<file path="config.mk">
export PLATFORM = sky130hd
export DESIGN_NAME = message_dedup_and_route_flat
export DESIGN_NICKNAME = d
export VERILOG_FILES = /design/src/hw/rtl/mdr_pkg.sv /design/src/hw/rtl/mdr_in_if.sv /design/src/hw/rtl/mdr_out_if.sv /design/src/hw/rtl/message_dedup_and_route.sv /design/src/flat_wrapper.sv
export SDC_FILE = /design/constraint.sdc
export NUM_CORES = 1
export LEC_CHECK = 0
export BUFFER_PORTS_ARGS = -buffer_cell sky130_fd_sc_hd__buf_2
export CAP_MARGIN = 40
export CELL_PAD_IN_SITES_DETAIL_PLACEMENT = 0
export CELL_PAD_IN_SITES_GLOBAL_PLACEMENT = 2
export CORE_MARGIN = 2
export CORE_UTILIZATION = 44
export CTS_CLUSTER_DIAMETER = 30
export DETAILED_ROUTE_END_ITERATION = 7
export PLACE_DENSITY = 0.79
export SLEW_MARGIN = 5
export SYNTH_ARGS = -nofsm -noshare
export SYNTH_HDL_FRONTEND = slang
export SYNTH_SLANG_ARGS = --single-unit
</file>
<file path="constraint.sdc">
create_clock -name clk -period 4.75 [get_ports clk]
set_input_delay 0.475 -clock clk [delete_from_list [all_inputs] [get_ports clk]]
set_output_delay 0.475 -clock clk [all_outputs]
set_load 0.05 [all_outputs]
</file>
<file path="src/hw/rtl/mdr_pkg.sv">
package mdr_pkg;

    localparam int CACHE_ENTRIES = 16;
    localparam int IDX_W = (CACHE_ENTRIES > 1) ? $clog2(CACHE_ENTRIES) : 1;
    localparam int CNT_W = $clog2(CACHE_ENTRIES + 1);
    localparam int KEY_W = 19;

    localparam logic [7:0] MT_ACK   = 8'h22;
    localparam logic [7:0] MT_REPLY = 8'h12;

    localparam logic [2:0] MODEL_CORE200  = 3'd1;
    localparam logic [2:0] MODEL_CORE300  = 3'd2;
    localparam logic [2:0] MODEL_CORE400  = 3'd3;
    localparam logic [2:0] MODEL_VITAL100 = 3'd4;
    localparam logic [2:0] MODEL_VITAL200 = 3'd5;

    localparam logic [2:0] DEC_NONE         = 3'd0;
    localparam logic [2:0] DEC_CORE_STATUS  = 3'd1;
    localparam logic [2:0] DEC_CORE_TIMER   = 3'd2;
    localparam logic [2:0] DEC_VITAL_STATUS = 3'd3;
    localparam logic [2:0] DEC_VITAL_TIMER  = 3'd4;

    // payload-type bytes that select a decoder
    localparam logic [7:0] PT_STATUS_LO      = 8'h40;
    localparam logic [7:0] PT_STATUS_HI_A    = 8'h30;
    localparam logic [7:0] PT_STATUS_HI_B    = 8'hB0;
    localparam logic [7:0] PT_STATUS_HI_C200 = 8'h60;
    localparam logic [7:0] PT_TIMER_LO       = 8'hA2;
    localparam logic [7:0] PT_TIMER_HI_REPLY = 8'h65;
    localparam logic [7:0] PT_TIMER_HI_SET   = 8'h66;
    localparam logic [7:0] PT_TIMER_HI_C200  = 8'h64;
    localparam logic [7:0] PT_VSTATUS_HI     = 8'h00;
    localparam logic [7:0] PT_VSTATUS_LO     = 8'h55;
    localparam logic [7:0] PT_VTIMER_HI_REPLY = 8'h1A;
    localparam logic [7:0] PT_VTIMER_HI_SET  = 8'h1B;
    localparam logic [7:0] PT_VTIMER_LO      = 8'h50;

    typedef struct packed {
        logic [2:0] model_code;
        logic [7:0] message_type;
        logic [7:0] type_high;
        logic [7:0] type_low;
        logic [7:0] data_byte;
        logic       first_byte;
        logic       last_byte;
        logic       empty_payload;
    } msg_beat_t;

    typedef struct packed {
        logic       payload_changed;
        logic       ack_request;
        logic [2:0] decoder_select;
        logic [7:0] payload_hash;
    } res_beat_t;

    typedef enum logic [1:0] {
        ST_IDLE,
        ST_SCAN,
        ST_DONE
    } state_t;

    function automatic logic [7:0] fold_byte(input logic [7:0] h, input logic [7:0] b);
        logic [7:0] x;
        x = h ^ b;
        return {x[6:0], x[7]};
    endfunction

    function automatic logic [2:0] pick_decoder(input logic [2:0] model,
                                                input logic [7:0] mt,
                                                input logic [7:0] th,
                                                input logic [7:0] tl);
        logic       a22;
        logic       a12;
        logic [2:0] sel;
        a22 = (mt == MT_ACK);
        a12 = (mt == MT_REPLY);
        sel = DEC_NONE;
        if (model == MODEL_CORE300 || model == MODEL_CORE400)
        begin
            if (a22 && tl == PT_STATUS_LO && (th == PT_STATUS_HI_A || th == PT_STATUS_HI_B))
                sel = DEC_CORE_STATUS;
            else if (a12 && th == PT_TIMER_HI_REPLY && tl == PT_TIMER_LO)
                sel = DEC_CORE_TIMER;
            else if (a22 && th == PT_TIMER_HI_SET && tl == PT_TIMER_LO)
                sel = DEC_CORE_TIMER;
        end
        else if (model == MODEL_CORE200)
        begin
            if (a22 && th == PT_STATUS_HI_C200 && tl == PT_STATUS_LO)
                sel = DEC_CORE_STATUS;
            else if (a22 && th == PT_TIMER_HI_C200 && tl == PT_TIMER_LO)
                sel = DEC_CORE_TIMER;
            else if (a12 && th == PT_TIMER_HI_REPLY && tl == PT_TIMER_LO)
                sel = DEC_CORE_TIMER;
            else if (a22 && th == PT_TIMER_HI_SET && tl == PT_TIMER_LO)
                sel = DEC_CORE_TIMER;
        end
        else if (model == MODEL_VITAL100 || model == MODEL_VITAL200)
        begin
            if (a22 && th == PT_VSTATUS_HI && tl == PT_VSTATUS_LO)
                sel = DEC_VITAL_STATUS;
            else if (a12 && th == PT_VTIMER_HI_REPLY && tl == PT_VTIMER_LO)
                sel = DEC_VITAL_TIMER;
            else if (a22 && th == PT_VTIMER_HI_SET && tl == PT_VTIMER_LO)
                sel = DEC_VITAL_TIMER;
        end
        return sel;
    endfunction

endpackage

</file>
<file path="src/hw/rtl/mdr_in_if.sv">
interface mdr_in_if;
    import mdr_pkg::*;

    logic      valid;
    logic      ready;
    msg_beat_t payload;

    modport source (output valid, output payload, input ready);
    modport sink   (input valid, input payload, output ready);
endinterface

</file>
<file path="src/hw/rtl/mdr_out_if.sv">
interface mdr_out_if;
    import mdr_pkg::*;

    logic      valid;
    logic      ready;
    res_beat_t payload;

    modport source (output valid, output payload, input ready);
    modport sink   (input valid, input payload, output ready);
endinterface

</file>
<file path="src/hw/rtl/message_dedup_and_route.sv">
// non-last payload byte: folded into the running hash, no result, block stays idle
// last byte: cache entries 0..CACHE_ENTRIES-1 visited in order by the single key
//   comparator (scan stops at the first hit), result registered once output is free
// empty payload: result valid in the cycle after acceptance
// reset: all cache entries invalid, running hash zero, no result pending
module message_dedup_and_route (
    input  logic      clk,
    input  logic      rst_n,
    mdr_in_if.sink    msg,
    mdr_out_if.source result
);
    import mdr_pkg::*;

    localparam logic [CNT_W-1:0] LAST_IDX = CNT_W'(CACHE_ENTRIES - 1);

    state_t           state_reg, state_next;
    logic [CNT_W-1:0] idx_reg, idx_next;
    logic [7:0]       hash_reg, hash_next;
    logic [KEY_W-1:0] key_reg, key_next;
    logic             ack_reg, ack_next;
    logic [2:0]       dec_reg, dec_next;
    logic             changed_reg, changed_next;
    logic             free_found_reg, free_found_next;
    logic [IDX_W-1:0] free_idx_reg, free_idx_next;
    logic             out_valid_reg, out_valid_next;
    res_beat_t        out_data_reg, out_data_next;

    logic             entry_valid_reg [CACHE_ENTRIES];
    logic [KEY_W-1:0] entry_key_reg   [CACHE_ENTRIES];
    logic [7:0]       entry_hash_reg  [CACHE_ENTRIES];

    logic             wr_en;
    logic             wr_fill;
    logic [IDX_W-1:0] wr_idx;
    logic [IDX_W-1:0] scan_idx;
    logic             key_hit;
    logic             accept;
    logic             out_free;

    assign scan_idx = idx_reg[IDX_W-1:0];
    assign key_hit  = entry_valid_reg[scan_idx] && (entry_key_reg[scan_idx] == key_reg);
    assign out_free = !out_valid_reg || result.ready;
    assign msg.ready = (state_reg == ST_IDLE) && out_free;
    assign accept   = msg.valid && msg.ready;

    assign result.valid   = out_valid_reg;
    assign result.payload = out_data_reg;

    always_comb
    begin
        state_next      = state_reg;
        idx_next        = idx_reg;
        hash_next       = hash_reg;
        key_next        = key_reg;
        ack_next        = ack_reg;
        dec_next        = dec_reg;
        changed_next    = changed_reg;
        free_found_next = free_found_reg;
        free_idx_next   = free_idx_reg;
        out_valid_next  = out_valid_reg && !result.ready;
        out_data_next   = out_data_reg;
        wr_en           = 1'b0;
        wr_fill         = 1'b0;
        wr_idx          = scan_idx;

        unique case (state_reg)
            ST_IDLE:
            begin
                if (accept)
                begin
                    ack_next = (msg.payload.message_type == MT_ACK);
                    dec_next = pick_decoder(msg.payload.model_code, msg.payload.message_type,
                                            msg.payload.type_high, msg.payload.type_low);
                    key_next = {msg.payload.model_code, msg.payload.type_high,
                                msg.payload.type_low};
                    if (msg.payload.empty_payload)
                    begin
                        hash_next      = 8'h00;
                        out_valid_next = 1'b1;
                        out_data_next.payload_changed = 1'b1;
                        out_data_next.ack_request     = ack_next;
                        out_data_next.decoder_select  = dec_next;
                        out_data_next.payload_hash    = 8'h00;
                    end
                    else
                    begin
                        hash_next = fold_byte(msg.payload.first_byte ? 8'h00 : hash_reg,
                                              msg.payload.data_byte);
                        if (msg.payload.last_byte)
                        begin
                            idx_next        = '0;
                            free_found_next = 1'b0;
                            state_next      = ST_SCAN;
                        end
                    end
                end
            end
            ST_SCAN:
            begin
                if (key_hit)
                begin
                    changed_next = (entry_hash_reg[scan_idx] != hash_reg);
                    wr_en        = changed_next;
                    state_next   = ST_DONE;
                end
                else
                begin
                    if (!entry_valid_reg[scan_idx] && !free_found_reg)
                    begin
                        free_found_next = 1'b1;
                        free_idx_next   = scan_idx;
                    end
                    if (idx_reg == LAST_IDX)
                    begin
                        // no hit: fill the lowest free entry, if any
                        changed_next = 1'b1;
                        wr_en        = free_found_next;
                        wr_fill      = free_found_next;
                        wr_idx       = free_idx_next;
                        state_next   = ST_DONE;
                    end
                    else
                    begin
                        idx_next = idx_reg + 1'b1;
                    end
                end
            end
            ST_DONE:
            begin
                if (out_free)
                begin
                    out_valid_next = 1'b1;
                    out_data_next.payload_changed = changed_reg;
                    out_data_next.ack_request     = ack_reg;
                    out_data_next.decoder_select  = changed_reg ? dec_reg : DEC_NONE;
                    out_data_next.payload_hash    = hash_reg;
                    state_next     = ST_IDLE;
                end
            end
            default:
            begin
                state_next = ST_IDLE;
            end
        endcase
    end

    always_ff @(posedge clk or negedge rst_n)
    begin
        if (!rst_n)
        begin
            state_reg     <= ST_IDLE;
            hash_reg      <= 8'h00;
            out_valid_reg <= 1'b0;
            idx_reg       <= '0;
            free_found_reg <= 1'b0;
            for (int i = 0; i < CACHE_ENTRIES; i++)
            begin
                entry_valid_reg[i] <= 1'b0;
            end
        end
        else
        begin
            state_reg      <= state_next;
            hash_reg       <= hash_next;
            out_valid_reg  <= out_valid_next;
            idx_reg        <= idx_next;
            free_found_reg <= free_found_next;
            if (wr_fill)
            begin
                entry_valid_reg[wr_idx] <= 1'b1;
            end
        end
    end

    always_ff @(posedge clk)
    begin
        key_reg      <= key_next;
        ack_reg      <= ack_next;
        dec_reg      <= dec_next;
        changed_reg  <= changed_next;
        free_idx_reg <= free_idx_next;
        out_data_reg <= out_data_next;
        if (wr_en)
        begin
            entry_hash_reg[wr_idx] <= hash_reg;
        end
        if (wr_fill)
        begin
            entry_key_reg[wr_idx] <= key_reg;
        end
    end

`ifndef NO_ASSERTIONS
    a_ready_only_idle: assert property (@(posedge clk) disable iff (!rst_n)
        msg.ready |-> state_reg == ST_IDLE)
        else $error("input ready outside idle");

    a_scan_in_range: assert property (@(posedge clk) disable iff (!rst_n)
        state_reg == ST_SCAN |-> idx_reg <= LAST_IDX)
        else $error("scan index past last entry");

    a_unchanged_no_decoder: assert property (@(posedge clk) disable iff (!rst_n)
        result.valid && !result.payload.payload_changed
            |-> result.payload.decoder_select == DEC_NONE)
        else $error("decoder selected for unchanged message");

    a_empty_result: assert property (@(posedge clk) disable iff (!rst_n)
        accept && msg.payload.empty_payload
            |=> result.valid && result.payload.payload_changed
                && result.payload.payload_hash == 8'h00)
        else $error("empty payload result missing or wrong");
`endif

endmodule
</file>
<file path="src/flat_wrapper.sv">
// flat-port wrapper written by rule: the top's interface ports become plain ports
module message_dedup_and_route_flat import mdr_pkg::*;
  (clk, rst_n, msg_valid, msg_payload, msg_ready, result_valid, result_payload, result_ready);
  mdr_in_if msg_i ();
  mdr_out_if result_i ();
  input  logic clk;
  input  logic rst_n;
  input wire logic [$bits(msg_i.valid)-1:0] msg_valid;
  input wire logic [$bits(msg_i.payload)-1:0] msg_payload;
  output wire logic [$bits(msg_i.ready)-1:0] msg_ready;
  output wire logic [$bits(result_i.valid)-1:0] result_valid;
  output wire logic [$bits(result_i.payload)-1:0] result_payload;
  input wire logic [$bits(result_i.ready)-1:0] result_ready;
  assign msg_i.valid = msg_valid;
  assign msg_i.payload = msg_payload;
  assign msg_ready = msg_i.ready;
  assign result_valid = result_i.valid;
  assign result_payload = result_i.payload;
  assign result_i.ready = result_ready;
  message_dedup_and_route u_core (.clk(clk), .rst_n(rst_n), .msg(msg_i), .result(result_i));
endmodule
</file>
== Word level (Yosys, flattened, before mapping) ==
Memory sizes are Yosys's and may differ from the RTL's.
Cells that the tools add are included.

* Flip-flop bits (word level): 74
* Bits in latches: 0
* Bits in writable memories: 432
* Memory bits (read-only): 0
* Bits of input ports: 42
* Output and inout port bits: 15
* Word-level logic and storage cells: 176
* Memories: 2

{| class="wikitable"
|+ Memory list
! name !! words !! bits a word !! rd ports !! clocked after memory_dff !! wr ports !! line !! source
|-
| u_core.entry_key_reg || 16 || 19 || 1 || 0 || 1 || message_dedup_and_route.sv:29 || <nowiki>logic [KEY_W-1:0] entry_key_reg [CACHE_ENTRIES];</nowiki>
|-
| u_core.entry_hash_reg || 16 || 8 || 1 || 0 || 1 || message_dedup_and_route.sv:30 || <nowiki>logic [7:0] entry_hash_reg [CACHE_ENTRIES];</nowiki>
|}

* Add/subtract/negate cells: 1
* Multipliers: 0
* Divide/modulo/power cells: 0
* $lt $le $gt $ge: 3
* Eq/ne operators: 32
* Shift operators: 0
* Mux-type cells: 61
* Bitwise operators: 5
* Reduce and logical (&&, ||, !) cells: 42

{| class="wikitable"
|+ Operators with widths
! kind !! number
|-
| $eq A8 B7 Y1 const B || 7
|-
| $mux W13 || 3
|-
| $mux W3 || 11
|-
| $pmux W13 S2 || 1
|-
| $mux W5 || 5
|-
| $eq A8 B5 Y1 const B || 3
|-
| $logic_and A1 B1 Y1 || 22
|-
| $mux W1 || 22
|-
| $eq A19 B19 Y1 || 1
|-
| $eq A8 B6 Y1 const B || 2
|-
| $eq A8 B8 Y1 const B || 2
|-
| $mux W4 || 4
|-
| $mux W8 || 2
|-
| $or A16 B16 Y16 || 1
|-
| $mux W2 || 7
|-
| $ge A5 B5 Y1 const B || 2
|-
| $ne A2 B2 Y1 const B || 5
|-
| $not A4 Y5 || 2
|-
| $pmux W5 S2 || 1
|-
| $reduce_and A5 Y1 || 2
|-
| $logic_not A8 Y1 || 1
|-
| $ne A8 B8 Y1 || 1
|-
| $xor A8 B8 Y8 || 1
|-
| $eq A3 B2 Y1 const B || 2
|-
| other kinds (21) || 34
|}

== Logic depth before layout (Yosys ltp) ==
Gate-level depths: netlist (run 1).

* Word-level depth: 16
* Gate-level depth with buffers: 17
* Depth with buffers taken out: 11

== Least setup slack after synthesis (run 1) ==
Ideal clock, no wire load.

* Path type: register to register
* From: register u_core.idx_reg[2]
* To: memory u_core.entry_hash_reg[11][0] (enable)
* Library setup time: 327 ps
* Arrival time: 4654 ps
* Required time: 4423 ps
* Setup slack: -231 ps
* Stages on the path, launching flop included: 16
* Path buffers: 8
* Cell sequence: dfrtp_1 -> buf_4 -> buf_2 -> buf_2 -> buf_2 -> buf_4 -> buf_2 -> buf_2 -> clkbuf_1 -> and3_1 -> ha_1 -> o21ai_1 -> nor3b_1 -> a21oi_1 -> nor3_1 -> a21o_1

* Cells in the longest elaborated chain, start to end: 12
* Elaborated cells on any way between the ends: 22

{| class="wikitable"
|+ Ends and longest elaborated chain
! what !! line !! source
|-
| from (decl) || message_dedup_and_route.sv:17 || <nowiki>logic [CNT_W-1:0] idx_reg, idx_next;</nowiki>
|-
| from (signal assigned) || message_dedup_and_route.sv:166 || <nowiki>idx_reg <= idx_next;</nowiki>
|-
| $not A4 Y5 (not written as such) || message_dedup_and_route.sv:41, message_dedup_and_route.sv:108 ||
|-
| $bmux W1 S4 || message_dedup_and_route.sv:41, message_dedup_and_route.sv:108 ||
|-
| $mux W1 (not written as such) (2 in a row) || message_dedup_and_route.sv:41, message_dedup_and_route.sv:108 ||
|-
| $logic_not A1 Y1 || message_dedup_and_route.sv:108 || <nowiki>if (!entry_valid_reg[scan_idx] && !free_found_reg)</nowiki>
|-
| $logic_and A1 B1 Y1 || message_dedup_and_route.sv:108 ||
|-
| $mux W1 || message_dedup_and_route.sv:108 ||
|-
| $mux W1 || message_dedup_and_route.sv:113 || <nowiki>if (idx_reg == LAST_IDX)</nowiki>
|-
| $mux W1 || message_dedup_and_route.sv:100 || <nowiki>if (key_hit)</nowiki>
|-
| $mux W1 || message_dedup_and_route.sv:66 || <nowiki>unique case (state_reg)</nowiki>
|-
| $mux W1 || message_dedup_and_route.sv:183 || <nowiki>if (wr_en)</nowiki>
|-
| $mux W1 (not written as such) || message_dedup_and_route.sv:185 || <nowiki>entry_hash_reg[wr_idx] <= hash_reg;</nowiki>
|-
| to (decl) || message_dedup_and_route.sv:30 ||
|}

Several ways; a longest one is shown, not always the timed one. The select of a mux whose other input is x is not followed.

== Worst setup path after layout (run 1) ==
* From: register u_core.idx_reg[1]
* To: memory u_core.entry_hash_reg[10][3] (enable)

The elaborated chain is that of the path after synthesis.

==> results.ini, run 1 <==
[sta]
clock_skew_ns = 0.0227
finalMaxSlewViolations = 0
timing_hold_violations_final = 0
period_share_pct = 96.3
grt_setup_unrepaired = false
achievable-frequency_mhz = 219
setup-tns-final_ns = 0
worst_slew_pin_slew_ns = 0.853
finalWorstPathRequiredPeriod_ns = 4.57
maxSlewHeadroom_pct = 42.8
final_setup_violating_endpoints = 0

[clock_tree]
cts-root-buf = sky130_fd_sc_hd__clkbuf_16
cts_made_buffers = 90
cts-htree-levels = 3
tritoncts_num_sinks = 506
insertion_delay_ns = 0.62
cts-root-to-sink-buffers = 3
cts.reportedPaths.clkPinSlew_ns = 0.05
cts_tree = built

[power_and_ir_drop]
sequentialPowerShare_pct = 34.6
net-switching-power_mw = 4.56
power_frac_clock_pct = 42.5
powerDensity_mw_per_mm2 = 630
vdd.ir_drop.worst_uv = 361
sw_frac_of_total_pct = 28.3
share_comb_of_total_power_pct = 23.0
leakage_nw = 8.90
internal_power_mw = 11.6

[floorplanning]
io-pin-count = 57
rows = 79
die-area_mm2 = 0.0488
fp.coreArea_mm2 = 0.0465
chip_width_um = 221
chipHeight_um = 221
initial_core_util_pct = 44.6

[final_layout]
layout_common_cells = sky130_fd_sc_hd__edfxtp_1 (473), sky130_fd_sc_hd__clkbuf_16 (95), sky130_fd_sc_hd__mux4_2 (92)
layout.cell_area.non_filler_mm2 = 0.0256
n_fill_cell = 3558
antenna_diodes = 0
register_area_mm2 = 0.0150
most_common_library_cell_in_the_layout_ignoring_fill_and_taps = sky130_fd_sc_hd__edfxtp_1
drive_above_1_share_pct = 32.8
synthToLayoutAreaGrowth_pct = 23.8
fin_nets = 1347
largest_register_ffs = 304
multi_input_comb_area_mm2 = 0.00544

[worst_hold_path]
min-delay-start = msg_payload[35]
whs_endpoint = u_core.key_reg[16]
holdCritPathClass = in2reg
holdPathStages = 1

[place]
port_buffers = 56
place_area_mm2 = 0.0223
gp_congestion = 0.797
post-dp-hpwl_um = 30400

[logic_synthesis]
synthesis.area_mm2 = 0.0207
synth.yosys.seq_area_share_pct = 72.6
synth_edf_count = 473
async_flop_share_pct = 6.52
postSynthRegisterBits = 506
synth.lib_cells_used.distinct = 63
yosysWarningCount = 0
postSynthCellCount = 1118
synthFlopType = sky130_fd_sc_hd__edfxtp_1
synthesis.area_per_instance_um2 = 18.5
synth_fp_nets = 1162

[global_route]
gr-total-overflow = 0
number_of_global_route_vias_before_repair = 11600
grt_antenna_before_repair = 0
wire_length_of_the_first_global_routing_pass_um = 72800
grt_start_max_net_pins = 44
groute.usage.overall_pct = 19.7

[detailed_routing]
via_per_inst = 5.66
drt-pass1-iter-count = 5
drc_errors = 0
drt_wl_total_um = 47700
wl_per_cell_um = 24.0
routed-via-count = 11200
antenna_left = 0
starting_drt_drc_count = 1026

[critical_path]
setup.worst_path.end_class = flip-flop
critPathRequiredTime_ns = 5.01
cp-start-kind = flip-flop
path_max_fanout = 21
regToRegStartpoint = u_core.idx_reg[1]
ff2ff_path_depth = 9
arrival_ns = 4.83
reg2reg_setup_slack_ns = 0.18
critical_path.reg2reg.endpoint = u_core.entry_hash_reg[10][3]
path_class = reg2reg

[flow_run]
drv.max_cap_violation_count = 0

[status]
run_status = completed

## worst max-delay path: stages (launching register included)
cell and delay (ns):
sky130_fd_sc_hd__dfrtp_4 0.67, sky130_fd_sc_hd__buf_4 0.27, sky130_fd_sc_hd__mux4_2 0.53, sky130_fd_sc_hd__mux4_2 0.51, sky130_fd_sc_hd__xnor2_1 0.20, sky130_fd_sc_hd__nand3_1 0.22, sky130_fd_sc_hd__a2111oi_4 0.55, sky130_fd_sc_hd__nand2_1 0.32
sky130_fd_sc_hd__mux2i_1 0.44, sky130_fd_sc_hd__and3_1 0.47
## per-layer routing
metal	wire, um	part of all wire, %	global-route usage (%)	vias up
li1	-	-	-	4932
met1	20900	44	27.9	5830
met2	22800	48	31.1	414
met3	3200	6.7	3.61	51
met4	708	1.5	6.15	0
met5	0	0	0	-
## power by group through the flow
stage / sequential, mW / combinational, mW / clock [mW]
final: 5.58 / 3.71 / 6.86
after global routing: 5.61 / 4.01 / 7.16
after CTS: 5.60 / 3.70 / 6.94
after detailed placement: 5.69 / 3.67 / 0
after global placement: 5.68 / 3.64 / 0
after floorplan: 5.57 / 2.65 / 0
## cell type report
class / count / share of cell area [%]
Clock inverter: 68 / 3.49
Multi-Input combinational cell: 548 / 21.2
Clock buffer: 98 / 9.32
Sequential cell: 506 / 58.7
Tap cell: 607 / 2.96
Inverter: 15 / 0.229
Timing Repair Buffer: 142 / 4.12
## cells by family after synthesis
group | after synthesis | share of synthesized area, %
AO/OA/AOI/OAI | 121 | 4.12
XOR/XNOR | 41 | 1.73
adder cells (fa/ha/maj) | 2 | 0.121
buffers and inverters | 64 | 1.67
flip-flops | 506 | 72.6
multiplexers | 173 | 14.1
AND/OR/NAND/NOR | 211 | 5.65
## cell usage after synthesis, drive strengths merged, types with 15 or more instances
master | count | share of area [%]
mux2i | 51 | 2.5
nor2 | 25 | 0.45
or2 | 18 | 0.54
nor2b | 26 | 0.79
o22ai | 15 | 0.45
o21ai | 19 | 0.46
dfrtp | 33 | 4.0
edfxtp | 473 | 69
buf | 35 | 1.1
nand2 | 37 | 0.67
mux4 | 92 | 10
a21oi | 17 | 0.41
nor3 | 30 | 0.73
mux2 | 30 | 1.6
xnor2 | 30 | 1.3
## stage by stage
| stage | setup WS (ns) | hold slack (ns) | utilization, % | std cells | total power, mW |
|---|---|---|---|---|---|
| CTS | 0.0517 | 0.0313 | 55.1 | 1983 | 16.2 |
| finish | 0.177 | 0.0587 | 55.2 | 1984 | 16.2 |
| floorplan | 0.0134 | 0.179 | - | 1118 | 8.22 |
| global placement | 0.174 | 0.441 | 47.8 | 1809 | 9.32 |
| global route | 0.00556 | 0.0437 | 55.2 | 1984 | 16.8 |
| detailed placement | 0.0893 | 0.450 | 48.0 | 1816 | 9.36 |
## worst max-delay path by stage
| stage | startpoint | endpoint | slack [ns] | depth (start not counted) |
|---|---|---|---|---|
| 2_1_floorplan | u_core.idx_reg[2] | u_core.entry_key_reg[10][0] | 0.01 | 14 |
| 3_3_place_gp | u_core.idx_reg[0] | u_core.entry_key_reg[4][9] | 0.17 | 11 |
| 3_5_place_dp | u_core.idx_reg[0] | u_core.entry_hash_reg[5][6] | 0.09 | 9 |
| 4_1_cts | u_core.idx_reg[0] | u_core.entry_hash_reg[5][6] | 0.05 | 9 |
| 5_1_grt | u_core.idx_reg[1] | u_core.entry_hash_reg[10][4] | 0.006 | 9 |
| 6_report | u_core.idx_reg[1] | u_core.entry_hash_reg[10][3] | 0.18 | 9 |
## repair_timing
action	CTS	global route
endpoints found under the setup margin	0	96
resized for setup	0	5
hold endpoints to repair	33	0
hold buffers	1	0
setup buffers	0	1
No activity file was read; power rests on OpenSTA's default activity.
==> run 2: changes to the inputs <==
Settings changed: CTS_BUF_LIST set to sky130_fd_sc_hd__clkbuf_16.
==> run 2 against run 1 <==
Worst hold slack about the same. Total power about the same. Sequential share of layout area unchanged. Largest power group unchanged.
==> results.ini, run 2 (synthesis gave the netlist of run 1 again) <==
[status]
run_status = completed

[sta]
grt_setup_unrepaired = false
achievable-frequency_mhz = 219
worst_slew_pin_slew_ns = 0.849
clock_skew_ns = 0.0229
period_share_pct = 96.3
timing_hold_violations_final = 0
maxSlewHeadroom_pct = 43.1
finalWorstPathRequiredPeriod_ns = 4.57
setup-tns-final_ns = 0
finalMaxSlewViolations = 0
final_setup_violating_endpoints = 0

[floorplanning]
rows = 79
chip_width_um = 221
chipHeight_um = 221
initial_core_util_pct = 44.6
fp.coreArea_mm2 = 0.0465
io-pin-count = 57
die-area_mm2 = 0.0488

[final_layout]
n_fill_cell = 3558
largest_register_ffs = 304
layout_common_cells = sky130_fd_sc_hd__edfxtp_1 (473), sky130_fd_sc_hd__clkbuf_16 (95), sky130_fd_sc_hd__mux4_2 (92)
drive_above_1_share_pct = 32.8
layout.cell_area.non_filler_mm2 = 0.0256
most_common_library_cell_in_the_layout_ignoring_fill_and_taps = sky130_fd_sc_hd__edfxtp_1
fin_nets = 1347
fin_cells = 1984
synthToLayoutAreaGrowth_pct = 23.8
antenna_diodes = 0

[power_and_ir_drop]
vdd.ir_drop.worst_uv = 361
design_power_total_mw = 16.1
powerDensity_mw_per_mm2 = 630
leakage_nw = 8.91

[detailed_routing]
via_per_inst = 5.66
routed-via-count = 11200
drt-pass1-iter-count = 5
antenna_left = 0
drt_wl_total_um = 47700
starting_drt_drc_count = 1029
wl_per_cell_um = 24.0
drc_errors = 0

[global_route]
wire_length_of_the_first_global_routing_pass_um = 72800
number_of_global_route_vias_before_repair = 11600
gr-total-overflow = 0
groute.usage.overall_pct = 19.7
grt_start_max_net_pins = 44
grt_antenna_before_repair = 0

[clock_tree]
cts-htree-levels = 3
cts_tree = built
cts-root-buf = sky130_fd_sc_hd__clkbuf_16
cts.reportedPaths.clkPinSlew_ns = 0.05
cts_made_buffers = 90
cts-root-to-sink-buffers = 3
insertion_delay_ns = 0.62
tritoncts_num_sinks = 506

[place]
gp_congestion = 0.797
port_buffers = 56
dp.cells = 1816
place_area_mm2 = 0.0223
post-dp-hpwl_um = 30400

[critical_path]
path_class = reg2reg
critical_path.most_common_cell = sky130_fd_sc_hd__mux4_2
worstPathCellList = buf_4 -> mux4_2 -> mux4_2 -> xnor2_1 -> nand3_1 -> a2111oi_4 -> nand2_1 -> mux2i_1 -> and3_1
setup.worst_path.end_class = flip-flop
cp_slowest_stage_delay_ns = 0.67
cp-start-kind = flip-flop
cpMaxStageDelayCell = sky130_fd_sc_hd__dfrtp_4
path_max_fanout = 21
critPathRequiredTime_ns = 5.01
arrival_ns = 4.83

[worst_hold_path]
holdCritPathClass = in2reg

[flow_run]
drv.max_cap_violation_count = 0

run 2: cell count changes in the layout (fill, tap and decap cells not counted), sizes merged:
cell / previous run / this run
inv: 23 / 26
clkbuf: 98 / 95
run 2: worst paths after layout:
| kind | depth (start not counted) | endpoint | startpoint | slack (ns) |
|---|---|---|---|---|
| worst max-delay path | 9 | u_core.entry_hash_reg[10][3] | u_core.idx_reg[1] | 0.18 |
| worst min register to register | 1 | u_core.entry_valid_reg[6] | u_core.entry_valid_reg[6] | 0.46 |
| worst min-delay path | 1 | u_core.key_reg[16] | msg_payload[35] | 0.06 |
| worst max register to register | 9 | u_core.entry_hash_reg[10][3] | u_core.idx_reg[1] | 0.18 |
| max in group asynchronous | 2 | u_core.idx_reg[1] | rst_n | 3.68 |
| min in group asynchronous | 2 | u_core.hash_reg[0] | rst_n | 0.48 |
run 2: critical path: cells and delay by family, from the launching register on:
| kind | cells | cell delay (ns) |
|---|---|---|
| compound gates | 1 | 0.56 |
| buf+inv | 1 | 0.27 |
| xor+xnor | 1 | 0.20 |
| mux | 3 | 1.48 |
| simple gates | 3 | 1.03 |
| flops | 1 | 0.67 |
run 2: routing by layer:
metal	GRT usage, %	routed length [um]
met3	3.61	3220
met1	27.9	20900
met5	0	0
met2	31.1	22800
met4	6.15	750
run 2: what timing repair did:
action                                 4_1_cts  5_1_grt
hold buffers                                 1        0
endpoints found under the hold margin       33        0
setup endpoints to repair                    0       96
setup buffers                                0        1
gates resized for setup                      0        5
run 2: report_power, final:
part | switching (mW) | internal, mW | total (mW)
Clock | 2.23 | 4.63 | 6.85
Combinational | 2.02 | 1.69 | 3.71
Sequential | 0.319 | 5.26 | 5.58
Total | 4.57 | 11.6 | 16.1
run 2: final cells by class:
cell class	instances	area, um^2	share of cell area [%]
Sequential cell	506	15000	58.7
Timing Repair Buffer	142	1050	4.12
Clock buffer	95	2380	9.28
Clock inverter	71	905	3.53
Multi-Input combinational cell	548	5440	21.2
Inverter	15	58.8	0.229
Tap cell	607	759	2.96
run 2: stage by stage:
stage / utilization [%] / setup slack [ns] / hold WS, ns
floorplan: - / 0.0134 / 0.179
global placement: 47.8 / 0.174 / 0.441
detailed placement: 48.0 / 0.0893 / 0.450
CTS: 55.1 / 0.0517 / 0.0313
global route: 55.2 / 0.00556 / 0.0437
finish: 55.2 / 0.175 / 0.0588
==> run 3: changes to the inputs <==
Settings changed: BUFFER_PORTS_ARGS -buffer_cell sky130_fd_sc_hd__buf_2 to -buffer_cell sky130_fd_sc_hd__clkbuf_2, CORE_MARGIN 2 to not set.
==> run 3 against run 2 <==
Sequential power about the same. Via count increased by 1.5%. Global-route usage increased by 1.1 points.
==> results.ini, run 3 (synthesis gave the netlist of run 1 again) <==
[floorplanning]
fp.coreArea_mm2 = 0.0465
chipHeight_um = 219
rows = 79
die-area_mm2 = 0.0479
initial_core_util_pct = 44.6
io-pin-count = 57
chip_width_um = 219

[clock_tree]
cts-root-to-sink-buffers = 3
cts_tree = built
cts_made_buffers = 89
insertion_delay_ns = 0.62
tritoncts_num_sinks = 506
cts.reportedPaths.clkPinSlew_ns = 0.05
cts-root-buf = sky130_fd_sc_hd__clkbuf_16
cts-htree-levels = 3

[place]
gp_congestion = 0.790
port_buffers = 56
post-dp-hpwl_um = 31200
dp.cells = 1829

[sta]
maxSlewHeadroom_pct = 43.2
finalMaxSlewViolations = 0
timing_hold_violations_final = 0
clock_skew_ns = 0.0280
setup-tns-final_ns = 0
period_share_pct = 95.0
grt_setup_unrepaired = false
finalWorstPathRequiredPeriod_ns = 4.51
worst_slew_pin_slew_ns = 0.847
achievable-frequency_mhz = 222
final_setup_violating_endpoints = 0
worst_hold_slack_ns = 0.0589

[critical_path]
setup.worst_path.end_class = flip-flop
critical_path.most_common_cell = sky130_fd_sc_hd__mux2i_1
path_class = reg2reg
cp_top_family = multiplexers
critPathRequiredTime_ns = 5.05
cp-start-kind = flip-flop
path_max_fanout = 17
cp_slowest_stage_delay_ns = 0.67
cpMaxStageDelayCell = sky130_fd_sc_hd__dfrtp_4
buffering_stage_count_on_the_worst_path_with_inverters_included = 1
arrival_ns = 4.81
worstPathCellList = mux4_2 -> mux2i_1 -> o32ai_1 -> or4_1 -> a2111o_1 -> a2111oi_4 -> nand2_1 -> mux2i_1 -> nor3b_1 -> buf_4

[power_and_ir_drop]
vdd.ir_drop.worst_uv = 407
leakage_nw = 8.94
powerDensity_mw_per_mm2 = 618

[detailed_routing]
via_per_inst = 5.70
drt-pass1-iter-count = 5
drc_errors = 0
antenna_left = 0
wl_per_cell_um = 24.1
drt_wl_total_um = 48200
routed-via-count = 11400
starting_drt_drc_count = 911

[final_layout]
fin_util_pct = 55.3
layout_common_cells = sky130_fd_sc_hd__edfxtp_1 (473), sky130_fd_sc_hd__mux4_2 (92), sky130_fd_sc_hd__clkbuf_16 (92)
most_common_library_cell_in_the_layout_ignoring_fill_and_taps = sky130_fd_sc_hd__edfxtp_1
drive_above_1_share_pct = 32.9
fin_nets = 1359
antenna_diodes = 0
synthToLayoutAreaGrowth_pct = 24.0
fin_cells = 1998
largest_register_ffs = 304

[global_route]
groute.usage.overall_pct = 20.8
grt_antenna_before_repair = 0
number_of_global_route_vias_before_repair = 11800
gr-total-overflow = 0
grt_start_max_net_pins = 37
wire_length_of_the_first_global_routing_pass_um = 73200

[worst_hold_path]
holdCritPathClass = in2reg

[status]
run_status = completed

[flow_run]
drv.max_cap_violation_count = 0

-- run 3: cell count changes in the layout (fill, tap and decap cells not counted), sizes merged --
cell and delta:
clkbuf +53, buf -44, clkinvlp +7, bufinv -5, inv +5, clkinv -2
-- run 3: through the flow --
stage / worst slack, ns / cell area, um^2 / total power, mW
after floorplan: 0.0134 / 20700 / 8.22
after global placement: 0.160 / 22400 / 9.41
after detailed placement: 0.256 / 22500 / 9.44
after CTS: 0.243 / 25600 / 16.0
after global routing: 0.00801 / 25700 / 16.5
final: 0.237 / 25700 / 15.9
-- run 3: area by class of cell --
cell class,count,area [um^2]
inverters,15,58.8
clock buffers,91,2280
clock inverters,76,850
repair buffers,155,1260
fillers,3587,20800
flip-flops and latches,506,15000
multi-input cells,548,5430
well taps,607,759
-- run 3: path summary, 6_finish.rpt --
kind                            cells past startpoint                            to  slack, ns                  startpoint
worst min-delay path                                1            u_core.key_reg[16]       0.06             msg_payload[35]
worst max-delay path                               10  u_core.entry_hash_reg[14][5]       0.24           u_core.idx_reg[1]
min in group asynchronous                           2            u_core.hash_reg[4]       0.27                       rst_n
worst min register to register                      1    u_core.entry_valid_reg[11]       0.46  u_core.entry_valid_reg[11]
max in group asynchronous                           3             u_core.idx_reg[1]       4.01                       rst_n
worst max register to register                     10  u_core.entry_hash_reg[14][5]       0.24           u_core.idx_reg[1]
-- run 3: where the power goes --
part / internal, mW / switching (mW)
logic: 1.70 / 2.08
clock network: 4.24 / 2.25
registers: 5.26 / 0.350
total: 11.2 / 4.67
-- run 3: routing by layer --
metal  share of wire [%]  GRT usage (%)  up-vias
li1                    -              -     4969
met1                  44           29.8     5941
met2                  47           32.0      415
met3                 7.1           4.13       70
met4                 1.7           6.64        0
met5                   0              0        -
-- run 3: worst register-to-register path, delay by kind of cell (launching register included) --
family	cells	cell delay (ns)
buffers and inverters	1	0.21
AO/OA/AOI/OAI	3	0.93
multiplexers	3	1.28
AND/OR/NAND/NOR	3	1.12
flip-flops	1	0.67
-- run 3: what timing repair did --
item / in CTS / in global routing
buffers inserted: 0 / 1
hold buffers: 1 / 0
gates resized for setup: 0 / 0
endpoints found under the hold margin: 33 / 0
setup endpoints to repair: 0 / 8
